### config.mk
export PLATFORM = sky130hd
export DESIGN_NAME = stereo_linear_resampler_flat
export DESIGN_NICKNAME = d
export VERILOG_FILES = /design/src/srl_pkg.sv /design/src/srl_in_if.sv /design/src/srl_out_if.sv /design/src/srl_queue.sv /design/src/srl_front.sv /design/src/srl_back.sv /design/src/stereo_linear_resampler.sv /design/src/flat_wrapper.sv
export VERILOG_INCLUDE_DIRS = /design/src /design/src/src
export SDC_FILE = /design/constraint.sdc
export NUM_CORES = 2
export LEC_CHECK = 0
export ABC_AREA = 1
export BUFFER_PORTS_ARGS = -buffer_cell sky130_fd_sc_hd__buf_2
export CORE_AREA = 10 10 351 353
export CTS_BUF_LIST = sky130_fd_sc_hd__clkbuf_4 sky130_fd_sc_hd__clkbuf_8
export DETAILED_ROUTE_END_ITERATION = 6
export DIE_AREA = 0 0 361 363
export PLACE_DENSITY_LB_ADDON = 0.12
export SYNTH_ARGS = -nofsm -noshare
export SYNTH_HDL_FRONTEND = slang
export SYNTH_SLANG_ARGS = --single-unit
### constraint.sdc
create_clock -name clk_i -period 10.6 [get_ports clk_i]
set_input_delay 1.06 -clock clk_i [delete_from_list [all_inputs] [get_ports clk_i]]
set_output_delay 1.06 -clock clk_i [all_outputs]
set_load 0.02 [all_outputs]
### src/stereo_linear_resampler_macros.svh
// Assertion macros used by the resampler top level.
`ifndef STEREO_LINEAR_RESAMPLER_MACROS_SVH
`define STEREO_LINEAR_RESAMPLER_MACROS_SVH

// Same-cycle implication, checked on every rising clock edge outside reset.
`define SRL_ASSERT_NOW(label, ante, cons, msg) \
  label: assert property (@(posedge clk_i) disable iff (!rst_ni) (ante) |-> (cons)) \
    else $error(msg);

// Next-cycle implication, checked on every rising clock edge outside reset.
`define SRL_ASSERT_NEXT(label, ante, cons, msg) \
  label: assert property (@(posedge clk_i) disable iff (!rst_ni) (ante) |=> (cons)) \
    else $error(msg);

`endif

### src/srl_pkg.sv
// Package: shared types and constants of the stereo linear resampler.
package srl_pkg;

  localparam int unsigned FRAC_BITS_DEF   = 24;
  localparam int unsigned SAMPLE_BITS_DEF = 16;
  localparam int unsigned MAX_RUN_DEF     = 64;

  // Width of the step ratio register and of the configuration data bus.
  localparam int unsigned STEP_W = 29;

  // Depth of the queue between front and back.
  localparam int unsigned QUEUE_DEPTH = 2;

  // Configuration register indexes.
  localparam logic CFG_STEP_RATIO = 1'b0;
  localparam logic CFG_BYPASS     = 1'b1;

  // What the back end does with a queued frame.
  typedef enum logic [1:0] {
    SRL_KIND_PASS,
    SRL_KIND_PRIME,
    SRL_KIND_INTERP
  } srl_kind_e;

  typedef enum logic {
    BK_IDLE,
    BK_RUN
  } srl_bk_state_e;

  // Back end status, observed by the top-level checks.
  typedef struct packed {
    logic busy;
    logic pop;
    logic emit;
    logic emit_last;
    logic phase_below_one;
  } srl_bk_stat_t;

endpackage

### src/srl_in_if.sv
// Interface: input frame channel (valid/ready plus one stereo frame).
interface srl_in_if #(
  parameter int unsigned SAMPLE_BITS = srl_pkg::SAMPLE_BITS_DEF
) ();
  logic                          valid;
  logic                          ready;
  logic signed [SAMPLE_BITS-1:0] left_in;
  logic signed [SAMPLE_BITS-1:0] right_in;

  modport source (output valid, output left_in, output right_in, input ready);
  modport sink   (input valid, input left_in, input right_in, output ready);
endinterface

### src/srl_out_if.sv
// Interface: result channel (valid/ready plus one output frame).
interface srl_out_if #(
  parameter int unsigned SAMPLE_BITS = srl_pkg::SAMPLE_BITS_DEF
) ();
  logic                          valid;
  logic                          ready;
  logic signed [SAMPLE_BITS-1:0] left_out;
  logic signed [SAMPLE_BITS-1:0] right_out;
  logic                          last_of_run;

  modport source (output valid, output left_out, output right_out, output last_of_run,
                  input ready);
  modport sink   (input valid, input left_out, input right_out, input last_of_run,
                  output ready);
endinterface

### src/srl_queue.sv
// Short frame queue between the front and back ends.
module srl_queue #(
  parameter int unsigned DATA_W = 2 * srl_pkg::SAMPLE_BITS_DEF
) (
  input  logic                clk_i,
  input  logic                rst_ni,
  input  logic                push_i,
  input  srl_pkg::srl_kind_e  push_kind_i,
  input  logic [DATA_W-1:0]   push_data_i,
  output logic                full_o,
  input  logic                pop_i,
  output srl_pkg::srl_kind_e  pop_kind_o,
  output logic [DATA_W-1:0]   pop_data_o,
  output logic                empty_o
);
  localparam int unsigned PtrW = (srl_pkg::QUEUE_DEPTH > 1) ? $clog2(srl_pkg::QUEUE_DEPTH) : 1;
  localparam int unsigned CntW = $clog2(srl_pkg::QUEUE_DEPTH + 1);

  srl_pkg::srl_kind_e kind_q [srl_pkg::QUEUE_DEPTH];
  logic [DATA_W-1:0]  data_q [srl_pkg::QUEUE_DEPTH];
  logic [PtrW-1:0]    wr_ptr_q, wr_ptr_d, rd_ptr_q, rd_ptr_d;
  logic [CntW-1:0]    count_q, count_d;
  logic               do_push, do_pop;

  assign full_o     = (count_q == CntW'(srl_pkg::QUEUE_DEPTH));
  assign empty_o    = (count_q == '0);
  assign do_push    = push_i && !full_o;
  assign do_pop     = pop_i && !empty_o;
  assign pop_kind_o = kind_q[rd_ptr_q];
  assign pop_data_o = data_q[rd_ptr_q];

  always_comb begin
    wr_ptr_d = wr_ptr_q;
    rd_ptr_d = rd_ptr_q;
    count_d  = count_q;
    if (do_push) begin
      wr_ptr_d = (wr_ptr_q == PtrW'(srl_pkg::QUEUE_DEPTH - 1)) ? '0 : wr_ptr_q + 1'b1;
    end
    if (do_pop) begin
      rd_ptr_d = (rd_ptr_q == PtrW'(srl_pkg::QUEUE_DEPTH - 1)) ? '0 : rd_ptr_q + 1'b1;
    end
    if (do_push && !do_pop) begin
      count_d = count_q + 1'b1;
    end else if (do_pop && !do_push) begin
      count_d = count_q - 1'b1;
    end
  end

  always_ff @(posedge clk_i or negedge rst_ni) begin
    if (!rst_ni) begin
      wr_ptr_q <= '0;
      rd_ptr_q <= '0;
      count_q  <= '0;
    end else begin
      wr_ptr_q <= wr_ptr_d;
      rd_ptr_q <= rd_ptr_d;
      count_q  <= count_d;
    end
  end

  always_ff @(posedge clk_i) begin
    if (do_push) begin
      kind_q[wr_ptr_q] <= push_kind_i;
      data_q[wr_ptr_q] <= push_data_i;
    end
  end
endmodule

### src/srl_front.sv
// Front end: accept input frames and classify them for the back end.
module srl_front #(
  parameter int unsigned SAMPLE_BITS = srl_pkg::SAMPLE_BITS_DEF
) (
  input  logic                       clk_i,
  input  logic                       rst_ni,
  input  logic                       bypass_i,
  srl_in_if.sink                     in_frame,
  input  logic                       q_full_i,
  output logic                       push_o,
  output srl_pkg::srl_kind_e         push_kind_o,
  output logic [2*SAMPLE_BITS-1:0]   push_data_o
);
  logic primed_q, primed_d;

  assign in_frame.ready = !q_full_i;
  assign push_o         = in_frame.valid && !q_full_i;
  assign push_data_o    = {in_frame.left_in, in_frame.right_in};

  // Bypass wins; otherwise the first frame only primes the previous-frame store.
  always_comb begin
    if (bypass_i) begin
      push_kind_o = srl_pkg::SRL_KIND_PASS;
    end else if (!primed_q) begin
      push_kind_o = srl_pkg::SRL_KIND_PRIME;
    end else begin
      push_kind_o = srl_pkg::SRL_KIND_INTERP;
    end
  end

  assign primed_d = primed_q || push_o;

  always_ff @(posedge clk_i or negedge rst_ni) begin
    if (!rst_ni) begin
      primed_q <= 1'b0;
    end else begin
      primed_q <= primed_d;
    end
  end
endmodule

### src/srl_back.sv
// Back end: phase accumulator, interpolation datapath and result register.
module srl_back #(
  parameter int unsigned FRAC_BITS   = srl_pkg::FRAC_BITS_DEF,
  parameter int unsigned SAMPLE_BITS = srl_pkg::SAMPLE_BITS_DEF,
  parameter int unsigned MAX_RUN     = srl_pkg::MAX_RUN_DEF
) (
  input  logic                        clk_i,
  input  logic                        rst_ni,
  input  logic [srl_pkg::STEP_W-1:0]  step_i,
  input  logic                        q_empty_i,
  input  srl_pkg::srl_kind_e          q_kind_i,
  input  logic [2*SAMPLE_BITS-1:0]    q_data_i,
  output logic                        pop_o,
  srl_out_if.source                   out_result,
  output srl_pkg::srl_bk_stat_t       stat_o
);
  localparam int unsigned S      = SAMPLE_BITS;
  localparam int unsigned PhaseW = ((FRAC_BITS + 1 > srl_pkg::STEP_W) ?
                                    FRAC_BITS + 1 : srl_pkg::STEP_W) + 1;
  localparam int unsigned CntW   = $clog2(MAX_RUN);
  localparam int unsigned ProdW  = S + FRAC_BITS + 2;

  srl_pkg::srl_bk_state_e state_q, state_d;

  logic signed [S-1:0] prev_l_q, prev_r_q, new_l_q, new_r_q;
  logic [PhaseW-1:0]   phase_q;
  logic [CntW-1:0]     cnt_q;
  logic                out_valid_q;
  logic signed [S-1:0] out_l_q, out_r_q;
  logic                out_last_q;

  logic                out_free;
  logic                head_ge_one, sum_ge_one, run_last;
  logic [PhaseW-1:0]   phase_sum;
  logic signed [S-1:0] head_l, head_r, interp_l, interp_r;

  // Control decoded from the state.
  logic pop, emit_pass, emit_run, skip_frame, prime_frame, start_run;

  assign out_free    = !out_valid_q || out_result.ready;
  assign head_l      = q_data_i[2*S-1:S];
  assign head_r      = q_data_i[S-1:0];
  assign head_ge_one = (phase_q[PhaseW-1:FRAC_BITS] != '0);
  assign phase_sum   = phase_q + PhaseW'(step_i);
  assign sum_ge_one  = (phase_sum[PhaseW-1:FRAC_BITS] != '0);
  assign run_last    = sum_ge_one || (cnt_q == CntW'(MAX_RUN - 1));

  // prev + round((new - prev) * phase / 2^FRAC_BITS), ties toward plus infinity.
  function automatic logic signed [S-1:0] lerp(input logic signed [S-1:0] a,
                                               input logic signed [S-1:0] b,
                                               input logic [FRAC_BITS-1:0] frac);
    logic signed [S:0]         diff;
    logic signed [FRAC_BITS:0] frac_s;
    logic signed [ProdW-1:0]   prod;
    logic signed [ProdW-1:0]   shifted;
    diff    = (S+1)'(b) - (S+1)'(a);
    frac_s  = {1'b0, frac};
    prod    = diff * frac_s;
    prod    = prod + (ProdW'(1) <<< (FRAC_BITS - 1));
    shifted = prod >>> FRAC_BITS;
    return a + shifted[S-1:0];
  endfunction

  assign interp_l = lerp(prev_l_q, new_l_q, phase_q[FRAC_BITS-1:0]);
  assign interp_r = lerp(prev_r_q, new_r_q, phase_q[FRAC_BITS-1:0]);

  // Next state.
  always_comb begin
    state_d = state_q;
    case (state_q)
      srl_pkg::BK_IDLE: begin
        if (start_run) begin
          state_d = srl_pkg::BK_RUN;
        end
      end
      srl_pkg::BK_RUN: begin
        if (emit_run && run_last) begin
          state_d = srl_pkg::BK_IDLE;
        end
      end
      default: state_d = srl_pkg::BK_IDLE;
    endcase
  end

  // Control outputs.
  always_comb begin
    pop         = 1'b0;
    emit_pass   = 1'b0;
    emit_run    = 1'b0;
    skip_frame  = 1'b0;
    prime_frame = 1'b0;
    start_run   = 1'b0;
    case (state_q)
      srl_pkg::BK_IDLE: begin
        pop = !q_empty_i && out_free;
        case (q_kind_i)
          srl_pkg::SRL_KIND_PASS:   emit_pass   = pop;
          srl_pkg::SRL_KIND_PRIME:  prime_frame = pop;
          srl_pkg::SRL_KIND_INTERP: begin
            skip_frame = pop && head_ge_one;
            start_run  = pop && !head_ge_one;
          end
          default: prime_frame = pop;
        endcase
      end
      srl_pkg::BK_RUN: begin
        emit_run = out_free;
      end
      default: ;
    endcase
  end

  assign pop_o = pop;

  always_ff @(posedge clk_i or negedge rst_ni) begin
    if (!rst_ni) begin
      state_q     <= srl_pkg::BK_IDLE;
      out_valid_q <= 1'b0;
      phase_q     <= '0;
      cnt_q       <= '0;
      prev_l_q    <= '0;
      prev_r_q    <= '0;
    end else begin
      state_q <= state_d;
      if (out_free) begin
        out_valid_q <= emit_pass || emit_run;
      end
      if (emit_pass || prime_frame || skip_frame) begin
        prev_l_q <= head_l;
        prev_r_q <= head_r;
      end
      if (skip_frame) begin
        phase_q <= phase_q - (PhaseW'(1) << FRAC_BITS);
      end
      if (start_run) begin
        cnt_q <= '0;
      end
      if (emit_run) begin
        cnt_q <= cnt_q + 1'b1;
        if (!run_last) begin
          phase_q <= phase_sum;
        end else begin
          phase_q  <= sum_ge_one ? phase_sum - (PhaseW'(1) << FRAC_BITS) : '0;
          prev_l_q <= new_l_q;
          prev_r_q <= new_r_q;
        end
      end
    end
  end

  always_ff @(posedge clk_i) begin
    if (start_run) begin
      new_l_q <= head_l;
      new_r_q <= head_r;
    end
    if (emit_pass) begin
      out_l_q    <= head_l;
      out_r_q    <= head_r;
      out_last_q <= 1'b1;
    end else if (emit_run) begin
      out_l_q    <= interp_l;
      out_r_q    <= interp_r;
      out_last_q <= run_last;
    end
  end

  assign out_result.valid       = out_valid_q;
  assign out_result.left_out    = out_l_q;
  assign out_result.right_out   = out_r_q;
  assign out_result.last_of_run = out_last_q;

  assign stat_o.busy            = (state_q == srl_pkg::BK_RUN);
  assign stat_o.pop             = pop;
  assign stat_o.emit            = emit_run;
  assign stat_o.emit_last       = run_last;
  assign stat_o.phase_below_one = !head_ge_one;
endmodule

### src/stereo_linear_resampler.sv
// Top level of the stereo linear-interpolation resampler.
//
//  Port          Dir  Handshake      Carries
//  in_frame      in   valid/ready    left_in, right_in (one stereo frame)
//  out_result    out  valid/ready    left_out, right_out, last_of_run
//  cfg_*_i       in   cfg_we_i only  register index and write data
//
// A frame leaves the queue while the back end is idle; an interpolation frame that
// is not skipped starts a run that emits at most MAX_RUN results, one result per
// cycle while the output register is free. Bypass, priming and skipped frames are
// handled as they are popped and start no run.
// Reset clears the phase, the previous frame, the primed flag and the queue.
// The queue keeps taking frames, until it is full, while the result register stalls downstream.
`include "stereo_linear_resampler_macros.svh"

module stereo_linear_resampler #(
  parameter int unsigned FRAC_BITS   = srl_pkg::FRAC_BITS_DEF,
  parameter int unsigned SAMPLE_BITS = srl_pkg::SAMPLE_BITS_DEF,
  parameter int unsigned MAX_RUN     = srl_pkg::MAX_RUN_DEF
) (
  input  logic                        clk_i,
  input  logic                        rst_ni,
  srl_in_if.sink                      in_frame,
  srl_out_if.source                   out_result,
  input  logic                        cfg_we_i,
  input  logic                        cfg_index_i,
  input  logic [srl_pkg::STEP_W-1:0]  cfg_wdata_i
);
  // Step ratio of 1.0 at reset, saturated if 1.0 does not fit the register.
  localparam logic [srl_pkg::STEP_W-1:0] StepOne =
    (FRAC_BITS < srl_pkg::STEP_W) ? (srl_pkg::STEP_W'(1) << FRAC_BITS) : '1;

  logic [srl_pkg::STEP_W-1:0] step_q;
  logic                       bypass_q;

  logic                       q_full, q_empty, q_push, q_pop;
  srl_pkg::srl_kind_e         push_kind, pop_kind;
  logic [2*SAMPLE_BITS-1:0]   push_data, pop_data;
  srl_pkg::srl_bk_stat_t      bk_stat;

  // Configuration registers; the user writes them only while the block is idle; not enforced.
  always_ff @(posedge clk_i or negedge rst_ni) begin
    if (!rst_ni) begin
      step_q   <= StepOne;
      bypass_q <= 1'b1;
    end else if (cfg_we_i) begin
      case (cfg_index_i)
        srl_pkg::CFG_STEP_RATIO: step_q   <= cfg_wdata_i;
        srl_pkg::CFG_BYPASS:     bypass_q <= cfg_wdata_i[0];
        default: ;
      endcase
    end
  end

  // Front: accept each transaction, tag it as pass, prime or interpolate.
  srl_front #(
    .SAMPLE_BITS (SAMPLE_BITS)
  ) u_front (
    .clk_i       (clk_i),
    .rst_ni      (rst_ni),
    .bypass_i    (bypass_q),
    .in_frame    (in_frame),
    .q_full_i    (q_full),
    .push_o      (q_push),
    .push_kind_o (push_kind),
    .push_data_o (push_data)
  );

  // Queue: decouple input acceptance from the run in progress.
  srl_queue #(
    .DATA_W (2 * SAMPLE_BITS)
  ) u_queue (
    .clk_i       (clk_i),
    .rst_ni      (rst_ni),
    .push_i      (q_push),
    .push_kind_i (push_kind),
    .push_data_i (push_data),
    .full_o      (q_full),
    .pop_i       (q_pop),
    .pop_kind_o  (pop_kind),
    .pop_data_o  (pop_data),
    .empty_o     (q_empty)
  );

  // Back: advance the phase, interpolate, and hold results until taken.
  srl_back #(
    .FRAC_BITS   (FRAC_BITS),
    .SAMPLE_BITS (SAMPLE_BITS),
    .MAX_RUN     (MAX_RUN)
  ) u_back (
    .clk_i      (clk_i),
    .rst_ni     (rst_ni),
    .step_i     (step_q),
    .q_empty_i  (q_empty),
    .q_kind_i   (pop_kind),
    .q_data_i   (pop_data),
    .pop_o      (q_pop),
    .out_result (out_result),
    .stat_o     (bk_stat)
  );

  // The back end never pops an empty queue.
  `SRL_ASSERT_NOW(a_pop_not_empty, bk_stat.pop, !q_empty, "pop from empty queue")
  // Inside a run the phase stays below one.
  `SRL_ASSERT_NOW(a_run_phase, bk_stat.busy, bk_stat.phase_below_one, "run phase at or above one")
  // The last result of a run returns the back end to idle.
  `SRL_ASSERT_NEXT(a_run_ends, bk_stat.emit && bk_stat.emit_last, !bk_stat.busy, "run did not end")
  // A run result always lands in the output register.
  `SRL_ASSERT_NEXT(a_emit_valid, bk_stat.emit, out_result.valid, "run result lost")

endmodule

### src/flat_wrapper.sv
// flat-port wrapper written by rule: the top's interface ports become plain ports
module stereo_linear_resampler_flat 
#(
  parameter int unsigned FRAC_BITS   = srl_pkg::FRAC_BITS_DEF,
  parameter int unsigned SAMPLE_BITS = srl_pkg::SAMPLE_BITS_DEF,
  parameter int unsigned MAX_RUN     = srl_pkg::MAX_RUN_DEF
)
  (clk_i, rst_ni, cfg_we_i, cfg_index_i, cfg_wdata_i, in_frame_valid, in_frame_left_in, in_frame_right_in, in_frame_ready, out_result_valid, out_result_left_out, out_result_right_out, out_result_last_of_run, out_result_ready);
  srl_in_if #(.SAMPLE_BITS(SAMPLE_BITS)) in_frame_i ();
  srl_out_if #(.SAMPLE_BITS(SAMPLE_BITS)) out_result_i ();
  input  logic clk_i;
  input  logic rst_ni;
  input  logic cfg_we_i;
  input  logic cfg_index_i;
  input  logic [srl_pkg::STEP_W-1:0] cfg_wdata_i;
  input wire logic [$bits(in_frame_i.valid)-1:0] in_frame_valid;
  input wire logic [$bits(in_frame_i.left_in)-1:0] in_frame_left_in;
  input wire logic [$bits(in_frame_i.right_in)-1:0] in_frame_right_in;
  output wire logic [$bits(in_frame_i.ready)-1:0] in_frame_ready;
  output wire logic [$bits(out_result_i.valid)-1:0] out_result_valid;
  output wire logic [$bits(out_result_i.left_out)-1:0] out_result_left_out;
  output wire logic [$bits(out_result_i.right_out)-1:0] out_result_right_out;
  output wire logic [$bits(out_result_i.last_of_run)-1:0] out_result_last_of_run;
  input wire logic [$bits(out_result_i.ready)-1:0] out_result_ready;
  assign in_frame_i.valid = in_frame_valid;
  assign in_frame_i.left_in = in_frame_left_in;
  assign in_frame_i.right_in = in_frame_right_in;
  assign in_frame_ready = in_frame_i.ready;
  assign out_result_valid = out_result_i.valid;
  assign out_result_left_out = out_result_i.left_out;
  assign out_result_right_out = out_result_i.right_out;
  assign out_result_last_of_run = out_result_i.last_of_run;
  assign out_result_i.ready = out_result_ready;
  stereo_linear_resampler #(.FRAC_BITS(FRAC_BITS), .SAMPLE_BITS(SAMPLE_BITS), .MAX_RUN(MAX_RUN)) u_core (.clk_i(clk_i), .rst_ni(rst_ni), .in_frame(in_frame_i), .out_result(out_result_i), .cfg_we_i(cfg_we_i), .cfg_index_i(cfg_index_i), .cfg_wdata_i(cfg_wdata_i));
endmodule
==> impl_metrics.json <==
{
  "min_path_cells": 2,
  "hold_buffers": 0,
  "drc": 0,
  "synthXorXnorAreaFrac_pct": 1.28,
  "setup_tns_ns": 0,
  "nets": 6244,
  "first_iter_violations": 2120,
  "r2r_end": "u_core.u_back.out_result.left_out[13]",
  "start_util_pct": 34.9,
  "worst-path-buf-inv": 6,
  "clk_latency_ns": 0.64,
  "synth_top_family_by_area": "adder cells",
  "slowest_delay_ns": 0.55,
  "ys.flop_type": "edfxtp_1",
  "status": "complete, no violations",
  "worstHoldPathType": "reg -> reg",
  "yosys_warnings": 0,
  "worstHoldEndpoint": "u_core.u_back.prev_l_q[13]",
  "min_from": "u_core.u_back.new_l_q[13]",
  "grt_overflow": 0,
  "synthAdderAreaFrac_pct": 43.9,
  "wl_per_cell_um": 20.1,
  "yosysUniqueCellTypes": 50,
  "dieHeight_um": 363,
  "r2r_start": "u_core.u_back.prev_l_q[0]",
  "core_mm2": 0.116,
  "critPathTopFamily": "adder cells",
  "cts_max_path_buffers": 3,
  "first_pass_iters": 6,
  "dp_hpwl_um": 108000,
  "grt_pass1_vias": 33300,
  "min_period_ns": 9.78,
  "max_slew_margin_pct": 17.0,
  "synthSimpleGateAreaFrac_pct": 19.2,
  "rsz0062_at_grt": "no",
  "crit_required_ns": 10.97,
  "r2r_cells": 41,
  "antenna_found_initial": 4,
  "cp-start-kind": "register",
  "die_area_mm2": 0.131,
  "cts.clk_slew.worst_paths_ns": 0.06,
  "netlist_area_mm2": 0.0404,
  "critPathSlowestCell": "fa_1",
  "layout_common_cells": "nand2_1, inv_1, fa_1",
  "endpoint_kind": "register",
  "yosysSeqAreaShare_pct": 16.4,
  "cts_tree": "done",
  "die_x_um": 361,
  "grtUsageTotal_pct": 20.6,
  "clock-sinks": 238,
  "cpMostUsedCell": "nand2_1",
  "final_layout_size_suffix_gt1_share_pct": 7.34,
  "portBuffers": 101,
  "setup_viol": 0,
  "vias_per_cell": 4.82,
  "rows": 125,
  "area_growth_syn_to_layout_pct": 8.65,
  "drv_cap": 0,
  "cts_root_buffer": "clkbuf_8",
  "largest_register_ffs": 64,
  "crit_type": "reg -> reg",
  "fill_cells": 12200,
  "synth-seq-cells": 238,
  "cts_buffers": 44,
  "multiInputGateArea_mm2": 0.0288,
  "reg_top3": "u_core.u_queue.data_q: 64 flops, u_core.u_back.phase_q: 30 flops, u_core.step_q: 29 flops",
  "reg2reg_slack_ns": 0.82,
  "maxSlewViolCount": 0,
  "largest_register": "u_core.u_queue.data_q",
  "grt_max_degree": 65,
  "tightest_slew_ns": 1.24,
  "synth_cells": 5072,
  "gp_congestion": 0.909,
  "fmax_mhz": 102,
  "regArea_mm2": 0.00662,
  "layout.cells.most_common": "nand2_1",
  "async_flop_share_pct": 44.1,
  "skew_ns": 0.0558,
  "htreeDepth": 2,
  "vias": 32400,
  "hold_violations": 0,
  "synth_edf_count": 132,
  "wl_um": 135000,
  "io_pins": 102,
  "syn_avg_cell_area_um2": 7.97,
  "final_antenna_net_count": 0,
  "arrival_ns": 10.16,
  "cp_max_fo": 14,
  "synth_compound_area_share_pct": 6.03,
  "synthMuxAreaShare_pct": 0.805,
  "synth_nets": 6161,
  "fin_crit_sh_pct": 92.3,
  "grt_pass1_wl_um": 207000
}
## worst max path at each step
| stage | startpoint | endpoint | slack [ns] | depth (start not counted) |
|---|---|---|---|---|
| final | u_core.u_back.prev_l_q[0] | u_core.u_back.out_result.left_out[13] | 0.82 | 41 |
| after global routing | u_core.u_back.prev_l_q[0] | u_core.u_back.out_result.left_out[13] | 0.04 | 45 |
| after CTS | u_core.u_back.prev_r_q[2] | u_core.u_back.out_result.right_out[12] | 0.60 | 46 |
| after detailed placement | u_core.u_back.prev_r_q[2] | u_core.u_back.out_result.right_out[12] | 0.58 | 46 |
| after global placement | u_core.u_back.prev_r_q[2] | u_core.u_back.out_result.right_out[10] | 0.58 | 45 |
| after floorplan | u_core.u_back.prev_r_q[0] | u_core.u_back.out_result.right_out[10] | 1.95 | 47 |
## metal layers
metal	vias up	GRT usage (%)	share of wire [%]
met4	0	5.30	2.6
met2	869	32.5	44
met1	15900	29.6	48
li1	15400	-	-
met5	-	0	0
met3	149	2.78	5.3
## through the flow
step / setup WS, ns / std cells / hold slack [ns] / area, µm² / utilization (%)
2_1_floorplan: 1.95 / 5072 / 0.446 / 40400 / -
4_1_cts: 0.605 / 6713 / 0.455 / 43900 / 37.9
3_3_place_gp: 0.577 / 6632 / 0.461 / 43000 / 37.1
5_1_grt: 0.0449 / 6715 / 0.486 / 43900 / 37.9
3_5_place_dp: 0.582 / 6632 / 0.464 / 43000 / 37.1
6_report: 0.815 / 6717 / 0.465 / 43900 / 37.9
## repair_timing
item / 4_1_cts / 5_1_grt
resized for setup: 0 / 5
endpoints found under the hold margin: 0 / 0
buffers inserted: 0 / 1
setup endpoints to repair: 0 / 6
## worst reg2reg max path: cells and delay by family (launching register included)
family	cells	cell delay, ns
fa+ha+maj	10	4.19
flops	1	0.42
simple gates	17	2.21
compound gates	7	1.52
xor+xnor	1	0.36
buf+inv	6	0.82
## logic make-up (layout without fill, tap and decap cells)
kind of cell / count (synthesis) / count (layout)
simple gates: 1958 / 1958
buf+inv: 1320 / 1438
fa+ha+maj: 1022 / 1022
compound gates: 446 / 446
flops: 238 / 238
xor+xnor: 59 / 59
mux: 29 / 29
other cells: 0 / 3
## layout make-up
| type | count | share of cell area, % |
|---|---|---|
| clock inverters | 20 | 0.236 |
| inverters | 1144 | 9.80 |
| multi-input cells | 3514 | 65.7 |
| clock buffers | 61 | 1.73 |
| diodes | 3 | 0.0171 |
| flip-flops and latches | 238 | 15.1 |
| repair buffers | 213 | 3.16 |
| well taps | 1524 | 4.34 |
## synth_stat cells (all sizes together), types with 9 or more instances
cell	instances	area share [%]
dfrtp	103	6.4
ha	361	11
o211ai	14	0.26
nor3	19	0.25
o21ai	164	2.0
edfxtp	132	9.8
nand3	142	1.8
nor4	9	0.14
nand2	1260	12
a21oi	195	2.4
clkbuf	154	1.4
nor2	471	4.4
xor2	39	0.84
a21o	13	0.24
a31oi	23	0.37
buf	22	0.36
fa	661	33
or2	32	0.50
a21boi	9	0.17
xnor2	20	0.43
nand4	19	0.29
inv	1136	11
mux2	28	0.78
Power is left out: the tool's default activity adds up to more than one toggle a clock period on the data nets, which glitch-free logic cannot reach.
